## src/design/spd_pkg.sv

```systemverilog
// Package for the point sorter: the control bundle that drives each sort cell,
// and the register index codes of the configuration port.
// It depends on nothing and is imported by every module of the block.
package spd_pkg;

    localparam int CFG_IDX_BITS = 2;

    localparam logic [CFG_IDX_BITS-1:0] REG_REF_X = 2'd0;
    localparam logic [CFG_IDX_BITS-1:0] REG_REF_Y = 2'd1;

    typedef struct packed {
        logic ins;    // place the request in its sorted slot this cycle
        logic shift;  // move every entry one cell toward the head
    } spd_ctrl_t;

endpackage

```

## src/design/sort_points_by_distance.sv

```systemverilog
// Channel   Signals                                   Direction
// input     in_valid, in_stall, point_x/y, last_in    points in, stall out
// output    out_valid, out_stall, sorted_x/y,         sorted points out,
//           last_out, overflowed                      stall in
// config    cfg_wr_en, cfg_index, cfg_data            register writes
//
// A point is taken every cycle while a list builds up; its key is registered
// in the key stage and then inserted into the cell chain.
// After the last point of a list, in_stall rises and the list drains from the
// head cell, one point per cycle while out_stall is low, until all are sent.
// out_stall freezes the head cell and the whole chain with it.
// Reset clears the point count, overflow flag, reference point and busy state.
// Top level of the point sorter. Depends on spd_pkg, spd_key and spd_cell.
module sort_points_by_distance
    import spd_pkg::*;
#(
    parameter int MAX_POINTS = 32,
    parameter int COORD_BITS = 10
)
(
    input  logic                    clk,
    input  logic                    rst_n,
    input  logic                    cfg_wr_en,
    input  logic [CFG_IDX_BITS-1:0] cfg_index,
    input  logic [COORD_BITS-1:0]   cfg_data,
    input  logic                    in_valid,
    output logic                    in_stall,
    input  logic [COORD_BITS-1:0]   point_x,
    input  logic [COORD_BITS-1:0]   point_y,
    input  logic                    last_in,
    output logic                    out_valid,
    input  logic                    out_stall,
    output logic [COORD_BITS-1:0]   sorted_x,
    output logic [COORD_BITS-1:0]   sorted_y,
    output logic                    last_out,
    output logic                    overflowed
);

    localparam int KEY_BITS = 2 * COORD_BITS + 1;
    localparam int CNT_BITS = $clog2(MAX_POINTS + 1);

    logic [COORD_BITS-1:0] ref_x_reg;
    logic [COORD_BITS-1:0] ref_y_reg;
    logic [CNT_BITS-1:0]   count_reg;
    logic [CNT_BITS-1:0]   count_next;
    logic                  ovf_reg;
    logic                  ovf_next;
    logic                  emit_reg;
    logic                  emit_next;
    logic                  kv_reg;

    logic                  accept_in;
    logic                  accept_out;
    logic                  full;
    spd_ctrl_t             ctrl;

    logic [COORD_BITS-1:0] kx;
    logic [COORD_BITS-1:0] ky;
    logic                  klast;
    logic [KEY_BITS-1:0]   kkey;

    logic [COORD_BITS-1:0] cx   [MAX_POINTS];
    logic [COORD_BITS-1:0] cy   [MAX_POINTS];
    logic [KEY_BITS-1:0]   ckey [MAX_POINTS];
    logic [MAX_POINTS-1:0] cgt;

    assign in_stall   = emit_reg || (kv_reg && klast);
    assign accept_in  = in_valid && !in_stall;
    assign out_valid  = emit_reg;
    assign accept_out = emit_reg && !out_stall;
    assign full       = (count_reg == CNT_BITS'(MAX_POINTS));

    assign ctrl.ins   = kv_reg && !full;
    assign ctrl.shift = accept_out;

    always_ff @(posedge clk or negedge rst_n)
    begin
        if (!rst_n)
        begin
            ref_x_reg <= '0;
            ref_y_reg <= '0;
        end
        else if (cfg_wr_en)
        begin
            case (cfg_index)
                REG_REF_X: ref_x_reg <= cfg_data;
                REG_REF_Y: ref_y_reg <= cfg_data;
                default:   ;
            endcase
        end
    end

    always_comb
    begin
        count_next = count_reg;
        ovf_next   = ovf_reg;
        emit_next  = emit_reg;
        if (kv_reg)
        begin
            if (full)
                ovf_next = 1'b1;
            else
                count_next = count_reg + 1'b1;
            if (klast)
                emit_next = 1'b1;
        end
        if (accept_out)
        begin
            count_next = count_reg - 1'b1;
            if (last_out)
            begin
                emit_next = 1'b0;
                ovf_next  = 1'b0;
            end
        end
    end

    always_ff @(posedge clk or negedge rst_n)
    begin
        if (!rst_n)
        begin
            count_reg <= '0;
            ovf_reg   <= 1'b0;
            emit_reg  <= 1'b0;
            kv_reg    <= 1'b0;
        end
        else
        begin
            count_reg <= count_next;
            ovf_reg   <= ovf_next;
            emit_reg  <= emit_next;
            kv_reg    <= accept_in;
        end
    end

    spd_key #(
        .COORD_BITS (COORD_BITS),
        .KEY_BITS   (KEY_BITS)
    ) u_key (
        .clk   (clk),
        .load  (accept_in),
        .px    (point_x),
        .py    (point_y),
        .plast (last_in),
        .rx    (ref_x_reg),
        .ry    (ref_y_reg),
        .kx    (kx),
        .ky    (ky),
        .klast (klast),
        .key   (kkey)
    );

    for (genvar i = 0; i < MAX_POINTS; i++)
    begin : g_cell
        logic                  occ;
        logic                  lgt;
        logic [COORD_BITS-1:0] lx;
        logic [COORD_BITS-1:0] ly;
        logic [KEY_BITS-1:0]   lkey;
        logic [COORD_BITS-1:0] rx;
        logic [COORD_BITS-1:0] ry;
        logic [KEY_BITS-1:0]   rkey;

        assign occ = (CNT_BITS'(i) < count_reg);

        if (i == 0)
        begin : g_head
            assign lgt  = 1'b0;
            assign lx   = kx;
            assign ly   = ky;
            assign lkey = kkey;
        end
        else
        begin : g_body
            assign lgt  = cgt[i-1];
            assign lx   = cx[i-1];
            assign ly   = cy[i-1];
            assign lkey = ckey[i-1];
        end

        if (i == MAX_POINTS - 1)
        begin : g_tail
            assign rx   = cx[i];
            assign ry   = cy[i];
            assign rkey = ckey[i];
        end
        else
        begin : g_inner
            assign rx   = cx[i+1];
            assign ry   = cy[i+1];
            assign rkey = ckey[i+1];
        end

        spd_cell #(
            .COORD_BITS (COORD_BITS),
            .KEY_BITS   (KEY_BITS)
        ) u_cell (
            .clk       (clk),
            .ctrl      (ctrl),
            .occupied  (occ),
            .left_gt   (lgt),
            .new_x     (kx),
            .new_y     (ky),
            .new_key   (kkey),
            .left_x    (lx),
            .left_y    (ly),
            .left_key  (lkey),
            .right_x   (rx),
            .right_y   (ry),
            .right_key (rkey),
            .gt        (cgt[i]),
            .x         (cx[i]),
            .y         (cy[i]),
            .key       (ckey[i])
        );
    end

    assign sorted_x   = cx[0];
    assign sorted_y   = cy[0];
    assign last_out   = (count_reg == CNT_BITS'(1));
    assign overflowed = ovf_reg;

endmodule

```

## src/design/spd_key.sv

```systemverilog
// Key stage: registers one point with its exact squared distance from the
// reference point. Depends on spd_pkg.
module spd_key
    import spd_pkg::*;
#(
    parameter int COORD_BITS = 10,
    parameter int KEY_BITS   = 2 * COORD_BITS + 1
)
(
    input  logic                  clk,
    input  logic                  load,
    input  logic [COORD_BITS-1:0] px,
    input  logic [COORD_BITS-1:0] py,
    input  logic                  plast,
    input  logic [COORD_BITS-1:0] rx,
    input  logic [COORD_BITS-1:0] ry,
    output logic [COORD_BITS-1:0] kx,
    output logic [COORD_BITS-1:0] ky,
    output logic                  klast,
    output logic [KEY_BITS-1:0]   key
);

    logic [COORD_BITS-1:0]   dx;
    logic [COORD_BITS-1:0]   dy;
    logic [2*COORD_BITS-1:0] dx_sq;
    logic [2*COORD_BITS-1:0] dy_sq;

    logic [COORD_BITS-1:0] kx_reg;
    logic [COORD_BITS-1:0] ky_reg;
    logic                  klast_reg;
    logic [KEY_BITS-1:0]   key_reg;

    assign dx    = (px >= rx) ? (px - rx) : (rx - px);
    assign dy    = (py >= ry) ? (py - ry) : (ry - py);
    assign dx_sq = dx * dx;
    assign dy_sq = dy * dy;

    always_ff @(posedge clk)
    begin
        if (load)
        begin
            kx_reg    <= px;
            ky_reg    <= py;
            klast_reg <= plast;
            key_reg   <= KEY_BITS'(dx_sq) + KEY_BITS'(dy_sq);
        end
    end

    assign kx    = kx_reg;
    assign ky    = ky_reg;
    assign klast = klast_reg;
    assign key   = key_reg;

endmodule

```

## src/design/spd_cell.sv

```systemverilog
// One sort cell: holds a point and its key, compares the key with the incoming
// request and takes the request, its left neighbor or its right neighbor.
// Depends on spd_pkg.
module spd_cell
    import spd_pkg::*;
#(
    parameter int COORD_BITS = 10,
    parameter int KEY_BITS   = 2 * COORD_BITS + 1
)
(
    input  logic                  clk,
    input  spd_ctrl_t             ctrl,
    input  logic                  occupied,
    input  logic                  left_gt,
    input  logic [COORD_BITS-1:0] new_x,
    input  logic [COORD_BITS-1:0] new_y,
    input  logic [KEY_BITS-1:0]   new_key,
    input  logic [COORD_BITS-1:0] left_x,
    input  logic [COORD_BITS-1:0] left_y,
    input  logic [KEY_BITS-1:0]   left_key,
    input  logic [COORD_BITS-1:0] right_x,
    input  logic [COORD_BITS-1:0] right_y,
    input  logic [KEY_BITS-1:0]   right_key,
    output logic                  gt,
    output logic [COORD_BITS-1:0] x,
    output logic [COORD_BITS-1:0] y,
    output logic [KEY_BITS-1:0]   key
);

    logic [COORD_BITS-1:0] x_reg;
    logic [COORD_BITS-1:0] y_reg;
    logic [KEY_BITS-1:0]   key_reg;

    // An empty cell or a strictly larger key yields its place, which keeps
    // points of equal distance in arrival order.
    assign gt = !occupied || (key_reg > new_key);

    always_ff @(posedge clk)
    begin
        if (ctrl.ins && gt)
        begin
            if (left_gt)
            begin
                x_reg   <= left_x;
                y_reg   <= left_y;
                key_reg <= left_key;
            end
            else
            begin
                x_reg   <= new_x;
                y_reg   <= new_y;
                key_reg <= new_key;
            end
        end
        else if (ctrl.shift)
        begin
            x_reg   <= right_x;
            y_reg   <= right_y;
            key_reg <= right_key;
        end
    end

    assign x   = x_reg;
    assign y   = y_reg;
    assign key = key_reg;

endmodule

```

## config.mk

```make
export PLATFORM = sky130hd
export DESIGN_NAME = sort_points_by_distance
export DESIGN_NICKNAME = d
export VERILOG_FILES = /design/src/design/spd_pkg.sv /design/src/design/sort_points_by_distance.sv /design/src/design/spd_key.sv /design/src/design/spd_cell.sv
export SDC_FILE = /design/constraint.sdc
export NUM_CORES = 2
export LEC_CHECK = 0
export BUFFER_PORTS_ARGS = -buffer_cell sky130_fd_sc_hd__buf_2
export CORE_MARGIN = 2
export CORE_UTILIZATION = 30
export CTS_CLUSTER_DIAMETER = 30
export CTS_CLUSTER_SIZE = 20
export DETAILED_ROUTE_END_ITERATION = 8
export HOLD_SLACK_MARGIN = 0.05
export PLACE_DENSITY = 0.56
export SYNTH_ARGS = -nofsm -noshare
export SYNTH_HDL_FRONTEND = slang
export SYNTH_HIERARCHICAL = 1
export SYNTH_SLANG_ARGS = --single-unit
```

## constraint.sdc

```tcl
create_clock -name clk -period 8.3 [get_ports clk]
set_input_delay 0 -clock clk [delete_from_list [all_inputs] [get_ports clk]]
set_output_delay 0 -clock clk [all_outputs]
set_load 0.01 [all_outputs]
```

Word level (Yosys, flattened, before mapping). Cells that the tools add are included.

Add/sub/neg operators: 7. Multipliers: 2. Divide/modulo/power cells: 0. Order comparisons: 66. Equality and inequality tests: 4. Shift-type cells: 0. Muxes and demuxes: 292. Bitwise operators: 0. Reduce and logical (&&, ||, !) cells: 140.

Operators with widths (count): 21-bit 2-to-1 mux (93); 10-bit 2-to-1 mux (188); 21-bit > comparator (32); 5-bit by 6-bit < comparator with 1-bit output (first input constant) (16); 2-bit nonzero test (32); 4-bit by 6-bit < comparator with 1-bit output (first input constant) (8); 10-bit by 10-bit multiplier with 20-bit output (2); 10-bit subtractor (4); 1-bit logical AND (36); 1-bit zero test (35); 1-bit logical OR (33); 3-bit by 6-bit < comparator with 1-bit output (first input constant) (4); 20-bit by 20-bit adder with 21-bit output (1); 10-bit greater-or-equal comparator (2); 6-bit 2-to-1 mux (3); 1-bit by 6-bit < comparator with 1-bit output (first input constant) (2); 2-bit by 6-bit < comparator with 1-bit output (first input constant) (2); 1-bit 2-to-1 mux (8); 6-bit by 1-bit adder with 6-bit output (second input constant) (1); 6-bit by 1-bit equality test with 1-bit output (second input constant) (1); 6-bit equality test (second input constant) (1); 2-bit AND reduction (3); 6-bit by 1-bit subtractor with 6-bit output (second input constant) (1); 2-bit by 1-bit equality test with 1-bit output (second input constant) (1); other kinds (2) (2).

Bits in registers: 1383. Latch bits: 0. RAM bits: 0. Memory bits (read-only): 0. Bits of input ports: 38. Output and inout bits: 24. Word-level logic and storage cells: 617. Memories kept: 0.

Logic depth before layout (Yosys ltp).
Depth after elaboration: 5. Depth in mapped cells: 34. Mapped depth without buffers: 34.

Cells and area by module. Netlist, hierarchy kept.

Modules (own cells, without submodules): spd_cell (g_cell[0].u_cell ...) (times used 30, cells an instance 234, area each 2942.8 um^2, sequential area each 1231.2 um^2); spd_key (times used 1, cells an instance 884, area each 8643.3 um^2, sequential area each 1261.2 um^2); spd_cell (g_cell[8].u_cell ...) (times used 2, cells an instance 460, area each 4131.5 um^2, sequential area each 1231.2 um^2); sort_points_by_distance (times used 1, cells an instance 151, area each 1564.0 um^2, sequential area each 725.7 um^2).

Least setup slack after synthesis. Ideal clock, no wire load.

Kind: register to register. Start point: register ref_x_reg[0]. End point: register u_key.key_reg[19], in the netlist u_key/key[19] (data pin). Setup time: 0.258 ns. Data arrival time: 7.576 ns. Required time: 8.042 ns. Path slack: 0.465 ns. Stages on the path, launching flop included: 32. Buffers on the path: 0. Clock period less this slack: 7.835 ns. Cells stage by stage: dfrtp_1 -> ha_1 -> inv_1 -> fa_1 -> a211oi_1 -> o211ai_2 -> nand2_2 -> a21oi_4 -> nor3_1 -> a21oi_1 -> xnor2_1 -> nor2_1 -> fa_1 -> inv_1 -> fa_1 -> inv_1 -> fa_1 -> fa_1 -> fa_1 -> fa_1 -> inv_1 -> fa_1 -> inv_1 -> ha_1 -> nand2_1 -> o21ai_0 -> a221o_1 -> a31oi_1 -> a21oi_1 -> o21a_1 -> nor2_1 -> xnor2_1.

Cells in the longest elaborated chain, start to end: 4. Elaborated cells between the ends (all ways): 6. Those cells by class: 3 x add/sub; 1 x mul; 1 x order compare; 1 x mux.

RTL lines: start, declared (line sort_points_by_distance.sv:42) `logic [COORD_BITS-1:0] ref_x_reg;`; start signal, assigned (line sort_points_by_distance.sv:86) `REG_REF_X: ref_x_reg <= cfg_data;`; 10-bit subtractor or 10-bit greater-or-equal comparator (tied branches) (line spd_key.sv:33) `assign dx = (px >= rx) ? (px - rx) : (rx - px);`; 10-bit 2-to-1 mux * (line spd_key.sv:33); 10-bit by 10-bit multiplier with 20-bit output * (line spd_key.sv:35) `assign dx_sq = dx * dx;`; 20-bit by 20-bit adder with 21-bit output * (line spd_key.sv:45) `key_reg <= KEY_BITS'(dx_sq) + KEY_BITS'(dy_sq);`; end signal, assigned (line spd_key.sv:45); end, declared (line spd_key.sv:31) `logic [KEY_BITS-1:0] key_reg;`.

Mark *: on every way between the ends. The rest lies on a longest branch, timed or not. A chain may end at the register's enable or synchronous reset.

Worst setup path after layout.
Start point: register ref_y_reg[0]. End point: register u_key.key_reg[17], in the netlist u_key/key[17] (data pin).

Cells in the longest elaborated chain, start to end: 4. Elaborated cells between the ends (all ways): 6. Those cells by class: 3 x add/sub; 1 x mul; 1 x order compare; 1 x mux.

RTL lines: start, declared (line sort_points_by_distance.sv:43) `logic [COORD_BITS-1:0] ref_y_reg;`; start signal, assigned (line sort_points_by_distance.sv:87) `REG_REF_Y: ref_y_reg <= cfg_data;`; 10-bit subtractor or 10-bit greater-or-equal comparator (tied branches) (line spd_key.sv:34) `assign dy = (py >= ry) ? (py - ry) : (ry - py);`; 10-bit 2-to-1 mux * (line spd_key.sv:34); 10-bit by 10-bit multiplier with 20-bit output * (line spd_key.sv:36) `assign dy_sq = dy * dy;`; 20-bit by 20-bit adder with 21-bit output * (line spd_key.sv:45).

Marks and branches as above.

==> impl_results.md <==
* CTS root buffer: clkbuf_16
* CP bufs+invs at 6
* Synth warn at 6
* Crit path DAT at 8.70 ns
* Crit start category: flip-flop
* Final Hold Viols at 0
* Pin count of the biggest net entering global routing at 107
* Dpl cells at 13519
* H-tree Lvls at 5
* Chip height at 600.5 um
* Via count at 73825
* Most frequent cells in the layout: edfxtp_1 (1354), mux2_4 (1171), inv_1 (1003)
* Max Cap Violations at 0
* Vias in the first global route at 78296
* Commonest non-fill, non-tap cell in the layout: edfxtp_1
* CP top delay family: adder cells
* Max reg flops at 672
* DP HPWL at 231600 um
* Critical path capture point type: flip-flop
* Row cnt at 219
* Post-route DRC violation count at 0
* GP Congestion at 0.8746
* Routed WL at 320800 um
* Core ar. at 0.3551 mm^2
* Wire per inst at 22.46 um
* Chip Width at 600.5 um
* Post-layout minimum cycle time at 8.136 ns
* Slew Viols, Final at 0
* Worst hold-check path type: input pin to flip-flop
* CP Data Required Time at 8.86 ns
* Total CTS buffers at 363
* Slowest CP cell: fa_1
* Achievable Freq at 122.9 MHz
* GR Overflow Total at 0
* Clk sink count at 1383
* Synth-to-layout area growth at 16.50%
* GR Util All Layers at 17.10%
* Avg Inst Size Synth at 11.90 um^2
* Global-route wire length before repair at 483800 um
* Clk_lat worst skew at 0.88 ns
* Port Buffers at 61
* Ports at 62
* Setup violators final at 0
* Clock skew at 0.06616 ns
* Non-Filler Instances at 14278
* Status: finished clean
* Nets at 10195
* Max incr delay on CP at 0.59 ns
* Top cell by count, worst path: fa_1
* Via density per instance at 5.171
* Share of layout cells above drive strength 1 at 32.36%
* Initial antenna violation count at 15
* CTS tree: built
* Initial Util at 30.06%
* Die area at 0.3606 mm^2
* Routed Antenna Nets at 0
* Worst Max-Slew Pin Slew at 1.275 ns
* Crit Path Class: flip-flop to flip-flop
* DRT iter0 DRCs at 6349
* CTS clock-pin slew for the worst setup and hold paths at 0.04 ns
* Max Buffers Root-to-Sink at 4
* Fin Setup TNS at 0 ns
* Crit Path Max Fanout at 8
* Mapped Cells at 8973
* Fin crit share at 98.02%
* Slew headroom at 14.11%
* Cell Area, Synth at 0.1067 mm^2
* Unrepaired setup endpoints after global routing: yes
* Pre-antenna DRT Iters at 6
* Synth Net Count at 9945
[final cells by class]
| class | count | area [um^2] |
|---|---|---|
| diodes | 4 | 10.01 |
| clock buffers | 432 | 9502 |
| clock inverters | 233 | 2572 |
| fillers | 34690 | 230800 |
| inverters | 1012 | 3799 |
| multi-input cells | 6093 | 58230 |
| flip-flops and latches | 1383 | 41380 |
| well taps | 4751 | 5944 |
| repair buffers | 370 | 2913 |
[per-layer routing]
layer | track usage (%) | share of wire [%]
met1 | 22.14 | 43
met2 | 28.70 | 47
met3 | 2.451 | 5.5
met4 | 6.619 | 3.9
met5 | 0 | 0
[stage by stage]
stage	hold WS, ns	utilization (%)	instance area [um^2]	setup WS [ns]
after floorplan	-0.2956	-	106700	0.4655
after global placement	0.1887	31.27	111100	-0.1605
after detailed placement	0.1863	31.27	111100	-0.1689
after CTS	0.1883	34.91	124000	0.01098
after global routing	0.2351	35.01	124300	-0.1025
final	0.2126	35.02	124400	0.1640
[worst reg2reg max path: cells and delay by family, from the launching register on]
family,cells,cell delay [ns]
adders and majority gates,10,4.51
DFF,1,0.35
xor gates and xnor gates,1,0.14
muxes,1,0.21
buffers and inverters,6,0.37
and+or+nand+nor,4,0.55
AOI/OAI and AO/OA,8,1.72
[repair_timing]
action                                 4_1_cts  5_1_grt
buffers inserted                             2       15
setup endpoints to repair                    6        7
gates resized for setup                      8       59
pin swaps                                    5       24
endpoints found under the hold margin       75        0
hold buffers                                75        0
[worst paths after layout]
check,slack [ns],from,to,cells past startpoint
setup / recovery,0.16,ref_y_reg[0],u_key/key[17],30
hold / removal,0.21,out_stall,count_reg[1],4
setup reg to reg,0.16,ref_y_reg[0],u_key/key[17],30
hold reg to reg,0.51,ref_x_reg[9],ref_x_reg[9],1
max in group asynchronous,7.83,rst_n,ref_y_reg[9],4
min in group asynchronous,0.25,rst_n,overflowed,4
Power is not shown: default switching activity piles up to over one toggle a cycle in this logic, so the estimate is an artifact.
